`src/ce0ff_pkg.sv`:
```
// Package with opcode codes, access kinds and the result word type of the E0..FF execute unit.
package ce0ff_pkg;

  typedef logic [4:0] cmd_t;
  typedef logic [1:0] kind_t;

  // Memory access kinds.
  localparam kind_t KIND_NONE = 2'd0;
  localparam kind_t KIND_BYTE = 2'd1;
  localparam kind_t KIND_WORD = 2'd2;

  // Opcode minus 0xE0.
  localparam cmd_t CMD_LDH_N_A  = 5'h00;
  localparam cmd_t CMD_POP_HL   = 5'h01;
  localparam cmd_t CMD_LD_C_A   = 5'h02;
  localparam cmd_t CMD_PUSH_HL  = 5'h05;
  localparam cmd_t CMD_AND_N    = 5'h06;
  localparam cmd_t CMD_RST20    = 5'h07;
  localparam cmd_t CMD_ADD_SP   = 5'h08;
  localparam cmd_t CMD_JP_HL    = 5'h09;
  localparam cmd_t CMD_LD_NN_A  = 5'h0A;
  localparam cmd_t CMD_XOR_N    = 5'h0E;
  localparam cmd_t CMD_RST28    = 5'h0F;
  localparam cmd_t CMD_LDH_A_N  = 5'h10;
  localparam cmd_t CMD_POP_AF   = 5'h11;
  localparam cmd_t CMD_LD_A_C   = 5'h12;
  localparam cmd_t CMD_DI       = 5'h13;
  localparam cmd_t CMD_PUSH_AF  = 5'h15;
  localparam cmd_t CMD_OR_N     = 5'h16;
  localparam cmd_t CMD_RST30    = 5'h17;
  localparam cmd_t CMD_LD_HL_SP = 5'h18;
  localparam cmd_t CMD_LD_SP_HL = 5'h19;
  localparam cmd_t CMD_LD_A_NN  = 5'h1A;
  localparam cmd_t CMD_EI       = 5'h1B;
  localparam cmd_t CMD_CP_N     = 5'h1E;
  localparam cmd_t CMD_RST38    = 5'h1F;

  // Flag nibble bit positions: Z, N, H, C.
  localparam logic [3:0] FLAG_Z = 4'b1000;
  localparam logic [3:0] FLAG_N = 4'b0100;
  localparam logic [3:0] FLAG_H = 4'b0010;
  localparam logic [3:0] FLAG_C = 4'b0001;

  localparam logic [7:0]  HIGH_PAGE = 8'hFF;
  localparam logic [15:0] RST_BASE  = 16'h0020;

  typedef struct packed {
    kind_t       write_kind;
    logic [15:0] write_addr;
    logic [15:0] write_data;
    kind_t       read_kind;
    logic [15:0] read_addr;
    logic [15:0] pc;
    logic [15:0] sp;
    logic [7:0]  acc;
    logic [3:0]  flags;
    logic [15:0] hl;
    logic        ime;
    logic        illegal;
  } res_t;

endpackage

```
`src/cpu_opcode_e0_ff_execute_unit.sv`:
```
// Execute unit for opcodes 0xE0 to 0xFF of an 8-bit SM83-style CPU.
//
//   channel | direction | handshake           | payload
//   --------+-----------+---------------------+------------------------------------------
//   in_     | input     | in_valid / in_stall | cmd, imm_bytes, load_data, reg_c
//   out_    | output    | out_valid/out_stall | write/read access, pc, sp, acc, flags,
//           |           |                     | hl, ime, illegal
//
// One word is accepted per cycle while in_stall is low. The input stage captures the taken word;
// once the result register is free, the word executes against the register state and the result
// register captures the result. The execute step is a single pass of adders and muxes.
// Reset clears A, the flags, HL, SP, PC, IME and both valid flags.
// A stalled output holds its result; the input stage then fills and in_stall rises.
module cpu_opcode_e0_ff_execute_unit (
  input  logic                 clk,
  input  logic                 rst_n,
  input  logic                 in_valid,
  output logic                 in_stall,
  input  ce0ff_pkg::cmd_t      in_cmd,
  input  logic [15:0]          in_imm_bytes,
  input  logic [15:0]          in_load_data,
  input  logic [7:0]           in_reg_c,
  output logic                 out_valid,
  input  logic                 out_stall,
  output ce0ff_pkg::kind_t     out_write_kind,
  output logic [15:0]          out_write_addr,
  output logic [15:0]          out_write_data,
  output ce0ff_pkg::kind_t     out_read_kind,
  output logic [15:0]          out_read_addr,
  output logic [15:0]          out_pc,
  output logic [15:0]          out_sp,
  output logic [7:0]           out_acc,
  output logic [7:0]           out_flags,
  output logic [15:0]          out_hl,
  output logic                 out_ime,
  output logic                 out_illegal
);
  import ce0ff_pkg::*;

  // Input stage registers.
  logic        s1_valid_r;
  cmd_t        s1_cmd_r;
  logic [15:0] s1_imm_r;
  logic [15:0] s1_load_r;
  logic [7:0]  s1_c_r;

  // Architectural state.
  logic [7:0]  acc_r,   acc_nxt;
  logic [3:0]  flags_r, flags_nxt;
  logic [15:0] hl_r,    hl_nxt;
  logic [15:0] sp_r,    sp_nxt;
  logic [15:0] pc_r,    pc_nxt;
  logic        ime_r,   ime_nxt;

  // Result register.
  logic        out_valid_r;
  res_t        res_r, res_nxt;

  logic        out_free;
  logic        exec_go;
  logic        in_take;

  // The result register can load when it is empty or its word is leaving now.
  assign out_free = !out_valid_r || !out_stall;
  assign exec_go  = s1_valid_r && out_free;
  // The input stage can load when empty or when its word moves on this edge.
  assign in_stall = s1_valid_r && !out_free;
  assign in_take  = in_valid && !in_stall;

  // Shared arithmetic for the signed-offset instructions and the logic and compare operations.
  logic [7:0]  imm_lo;
  logic [15:0] sp_off;
  logic [4:0]  nib_sum;
  logic [8:0]  byte_sum;
  logic [3:0]  off_flags;
  logic [7:0]  alu_and, alu_xor, alu_or, cp_diff;
  logic [3:0]  cp_flags;

  assign imm_lo    = s1_imm_r[7:0];
  assign sp_off    = sp_r + {{8{imm_lo[7]}}, imm_lo};
  assign nib_sum   = {1'b0, sp_r[3:0]} + {1'b0, imm_lo[3:0]};
  assign byte_sum  = {1'b0, sp_r[7:0]} + {1'b0, imm_lo};
  // Z and N clear; H and C are the unsigned carries out of bits 3 and 7.
  assign off_flags = (nib_sum[4] ? FLAG_H : 4'b0) | (byte_sum[8] ? FLAG_C : 4'b0);

  assign alu_and = acc_r & imm_lo;
  assign alu_xor = acc_r ^ imm_lo;
  assign alu_or  = acc_r | imm_lo;
  assign cp_diff = acc_r - imm_lo;
  assign cp_flags = FLAG_N
                  | ((cp_diff == 8'h00) ? FLAG_Z : 4'b0)
                  | ((imm_lo[3:0] > acc_r[3:0]) ? FLAG_H : 4'b0)
                  | ((imm_lo > acc_r) ? FLAG_C : 4'b0);

  always_comb begin
    logic        ill;
    kind_t       wk, rk;
    logic [15:0] wa, wd, ra;

    ill = 1'b0;
    wk  = KIND_NONE;
    rk  = KIND_NONE;
    wa  = 16'h0000;
    wd  = 16'h0000;
    ra  = 16'h0000;

    acc_nxt   = acc_r;
    flags_nxt = flags_r;
    hl_nxt    = hl_r;
    sp_nxt    = sp_r;
    pc_nxt    = pc_r;
    ime_nxt   = ime_r;

    unique case (s1_cmd_r) inside
      CMD_LDH_N_A: begin
        wk = KIND_BYTE; wa = {HIGH_PAGE, imm_lo}; wd = {8'h00, acc_r};
        pc_nxt = pc_r + 16'd2;
      end
      CMD_POP_HL: begin
        rk = KIND_WORD; ra = sp_r; hl_nxt = s1_load_r;
        sp_nxt = sp_r + 16'd2; pc_nxt = pc_r + 16'd1;
      end
      CMD_LD_C_A: begin
        wk = KIND_BYTE; wa = {HIGH_PAGE, s1_c_r}; wd = {8'h00, acc_r};
        pc_nxt = pc_r + 16'd1;
      end
      CMD_PUSH_HL: begin
        sp_nxt = sp_r - 16'd2;
        wk = KIND_WORD; wa = sp_r - 16'd2; wd = hl_r;
        pc_nxt = pc_r + 16'd1;
      end
      CMD_AND_N: begin
        acc_nxt   = alu_and;
        flags_nxt = ((alu_and == 8'h00) ? FLAG_Z : 4'b0) | FLAG_H;
        pc_nxt    = pc_r + 16'd2;
      end
      CMD_ADD_SP: begin
        sp_nxt = sp_off; flags_nxt = off_flags; pc_nxt = pc_r + 16'd2;
      end
      CMD_JP_HL: begin
        pc_nxt = hl_r;
      end
      CMD_LD_NN_A: begin
        wk = KIND_BYTE; wa = s1_imm_r; wd = {8'h00, acc_r};
        pc_nxt = pc_r + 16'd3;
      end
      CMD_XOR_N: begin
        acc_nxt   = alu_xor;
        flags_nxt = (alu_xor == 8'h00) ? FLAG_Z : 4'b0;
        pc_nxt    = pc_r + 16'd2;
      end
      CMD_LDH_A_N: begin
        rk = KIND_BYTE; ra = {HIGH_PAGE, imm_lo}; acc_nxt = s1_load_r[7:0];
        pc_nxt = pc_r + 16'd2;
      end
      CMD_POP_AF: begin
        rk = KIND_WORD; ra = sp_r;
        flags_nxt = s1_load_r[7:4]; acc_nxt = s1_load_r[15:8];
        sp_nxt = sp_r + 16'd2; pc_nxt = pc_r + 16'd1;
      end
      CMD_LD_A_C: begin
        rk = KIND_BYTE; ra = {HIGH_PAGE, s1_c_r}; acc_nxt = s1_load_r[7:0];
        pc_nxt = pc_r + 16'd1;
      end
      CMD_DI: begin
        ime_nxt = 1'b0; pc_nxt = pc_r + 16'd1;
      end
      CMD_PUSH_AF: begin
        sp_nxt = sp_r - 16'd2;
        wk = KIND_WORD; wa = sp_r - 16'd2; wd = {acc_r, flags_r, 4'h0};
        pc_nxt = pc_r + 16'd1;
      end
      CMD_OR_N: begin
        acc_nxt   = alu_or;
        flags_nxt = (alu_or == 8'h00) ? FLAG_Z : 4'b0;
        pc_nxt    = pc_r + 16'd2;
      end
      CMD_LD_HL_SP: begin
        hl_nxt = sp_off; flags_nxt = off_flags; pc_nxt = pc_r + 16'd2;
      end
      CMD_LD_SP_HL: begin
        sp_nxt = hl_r; pc_nxt = pc_r + 16'd1;
      end
      CMD_LD_A_NN: begin
        rk = KIND_BYTE; ra = s1_imm_r; acc_nxt = s1_load_r[7:0];
        pc_nxt = pc_r + 16'd3;
      end
      CMD_EI: begin
        ime_nxt = 1'b1; pc_nxt = pc_r + 16'd1;
      end
      CMD_CP_N: begin
        flags_nxt = cp_flags; pc_nxt = pc_r + 16'd2;
      end
      CMD_RST20, CMD_RST28, CMD_RST30, CMD_RST38: begin
        sp_nxt = sp_r - 16'd2;
        wk = KIND_WORD; wa = sp_r - 16'd2; wd = pc_r + 16'd1;
        // Vector is 0x20 plus eight times bits 4:3 of the opcode.
        pc_nxt = RST_BASE | {11'd0, s1_cmd_r[4:3], 3'b000};
      end
      default: begin
        ill = 1'b1;
      end
    endcase

    res_nxt.write_kind = wk;
    res_nxt.write_addr = wa;
    res_nxt.write_data = wd;
    res_nxt.read_kind  = rk;
    res_nxt.read_addr  = ra;
    res_nxt.pc         = pc_nxt;
    res_nxt.sp         = sp_nxt;
    res_nxt.acc        = acc_nxt;
    res_nxt.flags      = flags_nxt;
    res_nxt.hl         = hl_nxt;
    res_nxt.ime        = ime_nxt;
    res_nxt.illegal    = ill;
  end

  // Control and architectural state.
  always_ff @(posedge clk) begin
    if (!rst_n) begin
      s1_valid_r  <= 1'b0;
      out_valid_r <= 1'b0;
      acc_r       <= 8'h00;
      flags_r     <= 4'h0;
      hl_r        <= 16'h0000;
      sp_r        <= 16'h0000;
      pc_r        <= 16'h0000;
      ime_r       <= 1'b0;
    end else begin
      if (in_take) begin
        s1_valid_r <= 1'b1;
      end else if (exec_go) begin
        s1_valid_r <= 1'b0;
      end
      if (out_free) begin
        out_valid_r <= s1_valid_r;
      end
      if (exec_go) begin
        acc_r   <= acc_nxt;
        flags_r <= flags_nxt;
        hl_r    <= hl_nxt;
        sp_r    <= sp_nxt;
        pc_r    <= pc_nxt;
        ime_r   <= ime_nxt;
      end
    end
  end

  // Payload registers.
  always_ff @(posedge clk) begin
    if (in_take) begin
      s1_cmd_r  <= in_cmd;
      s1_imm_r  <= in_imm_bytes;
      s1_load_r <= in_load_data;
      s1_c_r    <= in_reg_c;
    end
    if (exec_go) begin
      res_r <= res_nxt;
    end
  end

  assign out_valid      = out_valid_r;
  assign out_write_kind = res_r.write_kind;
  assign out_write_addr = res_r.write_addr;
  assign out_write_data = res_r.write_data;
  assign out_read_kind  = res_r.read_kind;
  assign out_read_addr  = res_r.read_addr;
  assign out_pc         = res_r.pc;
  assign out_sp         = res_r.sp;
  assign out_acc        = res_r.acc;
  assign out_flags      = {res_r.flags, 4'h0};
  assign out_hl         = res_r.hl;
  assign out_ime        = res_r.ime;
  assign out_illegal    = res_r.illegal;

  // An unused opcode reports no memory traffic.
  a_illegal_no_access: assert property (@(posedge clk) disable iff (!rst_n)
    out_valid && out_illegal |-> out_write_kind == KIND_NONE && out_read_kind == KIND_NONE)
    else $error("illegal opcode reported a memory access");

  // No write means zero address and data.
  a_no_write_zero: assert property (@(posedge clk) disable iff (!rst_n)
    out_valid && out_write_kind == KIND_NONE |-> out_write_addr == 16'h0000
                                               && out_write_data == 16'h0000)
    else $error("write address or data nonzero without a write");

  // The input side only stalls while a word waits in the input stage.
  a_stall_needs_word: assert property (@(posedge clk) disable iff (!rst_n)
    in_stall |-> s1_valid_r)
    else $error("input stalled with an empty input stage");

  // A word that executes while the output is held cannot happen; the check sees it as a rise of out_illegal.
  a_exec_after_free: assert property (@(posedge clk) disable iff (!rst_n)
    out_valid && out_stall |=> !$rose(out_illegal) || $past(out_free))
    else $error("result register reloaded while stalled");

endmodule

```
`config.mk`:
```
export PLATFORM = sky130hd
export DESIGN_NAME = cpu_opcode_e0_ff_execute_unit
export DESIGN_NICKNAME = d
export VERILOG_FILES = /design/src/ce0ff_pkg.sv /design/src/cpu_opcode_e0_ff_execute_unit.sv
export SDC_FILE = /design/constraint.sdc
export NUM_CORES = 1
export LEC_CHECK = 0
export ABC_AREA = 1
export BUFFER_PORTS_ARGS = -buffer_cell sky130_fd_sc_hd__buf_2
export CAP_MARGIN = 20
export CORE_ASPECT_RATIO = 0.9
export CORE_MARGIN = 3
export CORE_UTILIZATION = 45
export DETAILED_ROUTE_END_ITERATION = 10
export GPL_TIMING_DRIVEN = 0
export SETUP_SLACK_MARGIN = 0.5
export SLEW_MARGIN = 25
export SYNTH_ARGS = -nofsm -noshare
export SYNTH_HDL_FRONTEND = slang
export SYNTH_SLANG_ARGS = --single-unit
```
`constraint.sdc`:
```
create_clock -name clk -period 9.2 [get_ports clk]
set_clock_uncertainty 0.05 [all_clocks]
set_input_delay 1.84 -clock clk [delete_from_list [all_inputs] [get_ports clk]]
set_output_delay 1.84 -clock clk [all_outputs]
set_load 0.03 [all_outputs]
```
Yosys cells after proc, flatten, opt, wreduce, memory -nomap -nowiden --
Index checks and enable logic that the tools add are counted.
Cells by class: muxes and demuxes 22, reductions and logical operators 24, bitwise operators 6, order comparisons 2, add/subtract/negate cells 9, equality and inequality tests 23
Operators with widths (count):
- case mux 16 bit (4 select lines) | 4
- case mux 16 bit (5 select lines) | 1
- == test 5 bit (second input constant) | 13
- adder 16 x 2 -> 16 bit (second input constant) | 3
- case mux 8 bit (5 select lines) | 1
- logical NOT 8 bit | 4
- case mux 16 bit (2 select lines) | 1
- == test 5 x 4 -> 1 bit (second input constant) | 5
- case mux 4 bit (6 select lines) | 1
- OR reduction 24 bit | 1
- adder 16 x 1 -> 16 bit (second input constant) | 1
- adder 16 bit | 1
- two-way mux 4 bit | 4
- subtractor 16 x 2 -> 16 bit (second input constant) | 1
- == test 5 x 3 -> 1 bit (second input constant) | 3
- adder 8 x 8 -> 9 bit | 1
- OR reduction 9 bit | 1
- AND 8 bit | 1
- greater-than comparator 8 bit | 1
- OR 8 bit | 1
- case mux 2 bit (2 select lines) | 2
- OR reduction 8 bit | 1
- subtractor 8 bit | 1
- bitwise XOR 8 bit | 1
- 19 further kinds | 32
Storage, ports and cells: logic and storage cells 110, bits of input ports 49, output and inout port bits 120, bits in registers 222

Longest topological paths before layout --
Gate-level depths: netlist of run 1.
word-level depth 7, gate-level depth with buffers 14, mapped depth without buffers 13

Worst setup path before layout of run 1 --
Ideal clock, no wire load.
path kind in2reg, start point input port out_stall, end point register res_r, in the netlist out_acc[0], enable pin, slack 3.110 ns, stages 4, data arrival time 5.517 ns, path buffers 1, required time 8.627 ns, setup time 0.523 ns, cell sequence nand2_1 > inv_1 > nor2_2 > clkbuf_1
Between the ends: word-level cells in the longest chain between the ends 3
Ends and longest elaborated chain:
- from (decl) | RTL line cpu_opcode_e0_ff_execute_unit.sv:24 | input logic out_stall,
- logical NOT 1 bit | RTL line cpu_opcode_e0_ff_execute_unit.sv:64 | assign out_free = !out_valid_r || !out_stall;
- logical OR 1 bit | RTL line cpu_opcode_e0_ff_execute_unit.sv:64
- logical AND 1 bit | RTL line cpu_opcode_e0_ff_execute_unit.sv:65 | assign exec_go = s1_valid_r && out_free;
- net exec_go | RTL line cpu_opcode_e0_ff_execute_unit.sv:60 | logic exec_go;
- to (signal assigned) | RTL line cpu_opcode_e0_ff_execute_unit.sv:259 | res_r <= res_nxt;
- to (decl) | RTL line cpu_opcode_e0_ff_execute_unit.sv:57 | res_t res_r, res_nxt;
The timed path passes the listed nets, and every way through them passes these cells. A chain may end at the register's enable or synchronous reset.

Final worst setup path of run 1 --
start point input port out_stall, end point output port in_stall
Between the ends: word-level cells in the longest chain between the ends 4
Ends and longest elaborated chain:
- logical NOT 1 bit | RTL line cpu_opcode_e0_ff_execute_unit.sv:64
- logical OR 1 bit | RTL line cpu_opcode_e0_ff_execute_unit.sv:64
- logical NOT 1 bit | RTL line cpu_opcode_e0_ff_execute_unit.sv:67 | assign in_stall = s1_valid_r && !out_free;
- logical AND 1 bit | RTL line cpu_opcode_e0_ff_execute_unit.sv:67
- to (decl) | RTL line cpu_opcode_e0_ff_execute_unit.sv:18 | output logic in_stall,
Every way passes these cells.

==> impl_metrics.ini, run 1 <==
[floorplanning]
ios = 169
dieArea_um2 = 31180
core.rowCount = 58
dieWidth_um = 185.8
dieHeight_um = 167.8
core_um2 = 28300
start_util = 0.4626

[detailed_routing]
wl_met2_mm = 20.66
highest_layer = met4
vias_per_cell = 5.548
detail_route.wl_per_cell_um = 21.74
wl_met1_mm = 21.39
via_count = 12390
drt-initial-drc-count = 1267
wirelength_mm = 48.56
first_pass_iters = 6
routed-wl-met3_mm = 4.571
drc = 0
drtAntennaViolNets = 0

[placed_design]
place.gp.congestion = 0.9983
numPortBuffers = 164
hpwl_mm = 37.48
dp.cells = 2185
dpl_cell_area_um2 = 14450

[layout]
post-route-util = 0.5455
layout_common_cells = nand2_1, inv_1, buf_2
nNetsFinal = 1952
layout.cells.non_filler = 2233
drive_above_1_share = 0.1586
final_common_cell = nand2_1
design_area_um2 = 15440
n_antenna_cell = 0
syn_to_final_growth_pct = 17.92
nFillCells = 2713

[clock_tree]
postCtsSetupBuffers = 0
cts-root-buf = clkbuf_16
clkSinkCount = 222
cts_tree = built
clock_path_buffers = 3
post_cts_resized = 0
ctsHoldBuffers = 0
clk_latency_ns = 0.54
htree_levels = 1
cts_buffers = 26
clkTransAtPathRegs_ns = 0.06

[synthesis]
synth_ff_type = edfxtp_1
synth_cells = 1655
syn_area_um2 = 13090
synth_mux_area_frac = 0
yosys_warnings = 0
synth_cell_types = 47
synth_compound_area_frac = 0.1182
synth-adder-area-share = 0.04835
synth-xor-area-share = 0.01472
synth_edf_count = 159
synthSimpleGateAreaFrac = 0.2647
yosysSeqAreaShare = 0.4610
async_reset_ff_frac = 0
ys_ff_latch = 222
synth.avg_cell_area_um2 = 7.912
synth_top_family_by_area = simple AND/OR/NAND/NOR gates

[grt]
grt_pass1_wl_mm = 72.26
track_usage = 0.3059
antenna_found_initial = 0
grt-ovfl-total = 0
grt_pass1_vias = 11740
grt_max_degree = 52

[worst_setup_path]
reg2regPathDepth = 12
critPathLaunchType = primary input
crit_arrival_ns = 2.37
r2r-end = out_sp[8]
cp.required_ns = 7.31
ff2ff_setup_slack_ns = 6.24
critPathMaxFanout = 3
crit_type = primary input to output port
timing.rr.start = s1_imm_r[1]
crit_path_end_kind = output port

[sta]
finalCritPeriodShare = 0.4627
rsz0062_at_grt = false
hold_violations = 0
fmax_mhz = 234.9
period_minus_slack_ns = 4.257
hold_ws_ns = 0.4671
setup_viol = 0
worst_pin_slew_ns = 1.022
timing.setup.tns_ns = 0
relSlewSlack = 0.3187
slew_violations = 0

[min_path]
hold_end = out_valid
hp-start = s1_valid_r
hp-class = flip-flop to flip-flop
hold_depth = 2

[run_status]
status = completed

[power_and_ir_drop]
pwr_density_cell_nw_per_um2 = 186.7
vdd_drop_max_mv = 0.1754
leakage_uw = 0.007149

[flow_run]
maxCapViolations = 0
## cell type report
cell class,count,area (µm²),area share
sequential,222,6036,0.3909
multi-input combinational,1131,5854,0.3792
inverter,251,942.2,0.06102
timing repair buffer,167,888.4,0.05754
clock buffer,34,785.8,0.05089
tap,360,450.4,0.02917
buffer,54,276.5,0.01791
clock inverter,14,206.4,0.01337
## per-layer routing
layer  track usage  up-vias
met5             0        -
met4        0.1072        0
met3       0.05185      112
met2        0.4605      683
met1        0.4460     5683
li1              -     5911
## how the worst max path moves through the flow
stage / startpoint / endpoint / depth (start not counted)
after global placement: out_stall / sp_r[8] / 6
after floorplan: out_stall / out_acc[0] / 4
after global routing: out_stall / in_stall / 4
final: out_stall / in_stall / 4
after detailed placement: out_stall / in_stall / 4
after CTS: out_stall / in_stall / 4
## where the power goes
| part | switching [µW] | internal, µW |
|---|---|---|
| clock network | 431 | 744 |
| logic | 371 | 141 |
| registers | 48.6 | 1150 |
## critical path, cell delays in order
cell     delay, ns
buf_2         0.07
nand2_1       0.08
nor2_1        0.15
buf_2         0.22
## through the flow
stage / power (µW) / worst slack (ns)
after floorplan: 1537 / 3.110
after global placement: 1715 / 1.030
after detailed placement: 1717 / 4.939
after CTS: 2892 / 4.936
after global routing: 2988 / 4.869
final: 2882 / 4.943
## cell usage after synthesis (all sizes together), types with 2 or more instances
cell / n / share of area
edfxtp: 159 / 0.36
o22ai: 10 / 0.0048
a22oi: 4 / 0.0023
nand3b: 5 / 0.0029
nand3: 161 / 0.067
inv: 249 / 0.071
dfxtp: 63 / 0.096
ha: 49 / 0.047
a221o: 3 / 0.0023
o21bai: 2 / 0.0011
nor3: 15 / 0.0057
o21ai: 111 / 0.042
clkbuf: 26 / 0.0075
xnor2: 2 / 0.0013
clkinv: 2 / 0.00057
a221oi: 2 / 0.0013
nor2: 177 / 0.059
buf: 28 / 0.013
xor2: 20 / 0.013
nand2: 398 / 0.12
nand4: 26 / 0.012
a21oi: 96 / 0.037
o211ai: 11 / 0.0067
o221ai: 27 / 0.018
## state kept, by name, summed over array words and instances, names as in the netlist, 2 cells and up
name	count
s1_imm_r	16
s1_load_r	16
out_pc	16
flags_r	4
acc_r	8
sp_r	16
out_acc	8
pc_r	16
out_sp	16
s1_c_r	8
hl_r	16
out_read_kind	2
out_read_addr	16
out_flags	4
out_hl	16
out_write_kind	2
s1_cmd_r	5
out_write_data	16
out_write_addr	16
## cell families (layout without fill, tap and decap cells)
kind of cell,after synthesis,after routing
fa+ha+maj,50,50
buf+inv,305,520
compound gates,270,270
simple gates,785,785
flops,222,222
xor+xnor,22,22
other cells,1,4
Note: power is estimated with default switching activity, not from simulation.
==> run 2: changes to the inputs <==
Settings changed: PLACE_DENSITY set to 0.67.
Clock period 9.2 ns to 3.8 ns, I/O delays scaled along.
==> run 2 against run 1 <==
Core utilization is 0.40 points lower. Cell count shrank 0.13%. Count of clock-buffer cells in the layout decreased by 5. Cell area decreased by 0.74%. Critical path depth up 5. Setup slack got worse by 4.1 ns. Routed wire length fell by 2.7%. Sequential share of layout area up 0.29 points.
==> impl_metrics.ini, run 2 (synthesized netlist as in run 1, its figures left out) <==
[sta]
hold_violations = 0
worst_pin_slew_ns = 0.9884
relSlewSlack = 0.3411
timing.setup.tns_ns = 0
finalCritPeriodShare = 0.7769
fmax_mhz = 338.7
period_minus_slack_ns = 2.952
hold_ws_ns = 0.3452
rsz0062_at_grt = false
slew_violations = 0
setup_viol = 0

[floorplanning]
start_util = 0.4626
dieWidth_um = 185.8
core_um2 = 28300
dieHeight_um = 167.8
core.rowCount = 58
dieArea_um2 = 31180
ios = 169

[placed_design]
place.gp.congestion = 1.005
hpwl_mm = 36.46
dp.cells = 2184
numPortBuffers = 164

[layout]
multiInputGateArea_um2 = 5854
ff_latch_area_um2 = 6036
nFillCells = 2709
n_antenna_cell = 0
nNetsFinal = 1950
syn_to_final_growth_pct = 17.05
post-route-util = 0.5415
final_common_cell = nand2_1
layout.cells.non_filler = 2230
drive_above_1_share = 0.1583
layout_common_cells = nand2_1, inv_1, buf_2

[power_and_ir_drop]
power_switching_uw = 2030
power.total_uw = 6741
vdd_drop_max_mv = 0.3712
clkPwrFrac = 0.388
pwr_density_cell_nw_per_um2 = 439.9
power_frac_comb = 0.183
leakage_uw = 0.007087
internal-power_uw = 4711
sw_frac_of_total = 0.3011
seq_power_share = 0.429

[worst_setup_path]
cp.required_ns = 4.06
crit_arrival_ns = 3.21
critPathMaxFanout = 9
critPathLaunchType = flip-flop
crit_type = flip-flop to flip-flop
crit_path_end_kind = flip-flop

[grt]
grt-ovfl-total = 0
track_usage = 0.2984
grt_max_degree = 82
grt_pass1_wl_mm = 70.59
grt_pass1_vias = 11580
antenna_found_initial = 1

[detailed_routing]
drc = 0
first_pass_iters = 5
vias_per_cell = 5.626
detail_route.wl_per_cell_um = 21.18
via_count = 12550
drtAntennaViolNets = 0
wirelength_mm = 47.23
drt-initial-drc-count = 1445

[clock_tree]
postCtsSetupBuffers = 0
clkSinkCount = 222
post_cts_resized = 0
cts_tree = built
clk_latency_ns = 0.54
cts-root-buf = clkbuf_16
cts_buffers = 25
clock_path_buffers = 3
clkTransAtPathRegs_ns = 0.06
ctsHoldBuffers = 0
htree_levels = 1

[flow_run]
maxCapViolations = 0

[min_path]
hp-class = primary input to flip-flop

[run_status]
status = completed
## run 2: worst max-delay path: stages (launching register included)
cell and delay, ns:
edfxtp_1 0.54, inv_2 0.16, nand2_2 0.08, nor2_1 0.42, inv_2 0.24, nor2_4 0.31, inv_2 0.09, nand2_1 0.29
inv_1 0.19, o21ai_0 0.35
## run 2: per-layer routing
layer | vias to the layer above | global-route usage | share of wire
met5 | - | 0 | 0
met4 | 0 | 0.09291 | 0.036
met3 | 108 | 0.05336 | 0.10
met2 | 719 | 0.4401 | 0.42
met1 | 5829 | 0.4466 | 0.44
li1 | 5891 | - | -
## run 2: per-stage QoR
step,cell area [µm²],setup slack (ns)
2_1_floorplan,13110,0.5865
3_3_place_gp,14380,-0.4851
3_5_place_dp,14430,0.7454
4_1_cts,15330,0.9914
5_1_grt,15330,0.8124
6_report,15330,0.8478
## run 2: worst paths after layout
kind	start	to	slack, ns	cells past startpoint
setup reg to reg	s1_cmd_r[2]	out_write_data[4]	0.85	9
hold / removal	in_imm_bytes[3]	s1_imm_r[3]	0.35	1
setup / recovery	s1_cmd_r[2]	out_write_data[4]	0.85	9
hold reg to reg	s1_valid_r	out_valid	0.46	2
## run 2: layout make-up
class | count | share of cell area
Sequential cell | 222 | 0.3938
Multi-Input combinational cell | 1131 | 0.3820
Buffer | 54 | 0.01845
Inverter | 251 | 0.06147
Tap cell | 360 | 0.02939
Clock inverter | 17 | 0.01510
Clock buffer | 29 | 0.04311
Timing Repair Buffer | 166 | 0.05666
## run 2: power by group through the flow
stage	registers, µW	logic, µW	clock network (µW)
3_3_place_gp	2940	1190	0
6_report	2890	1230	2620
3_5_place_dp	2940	1200	0
4_1_cts	2890	1210	2660
5_1_grt	2900	1340	2760
2_1_floorplan	3040	671	0
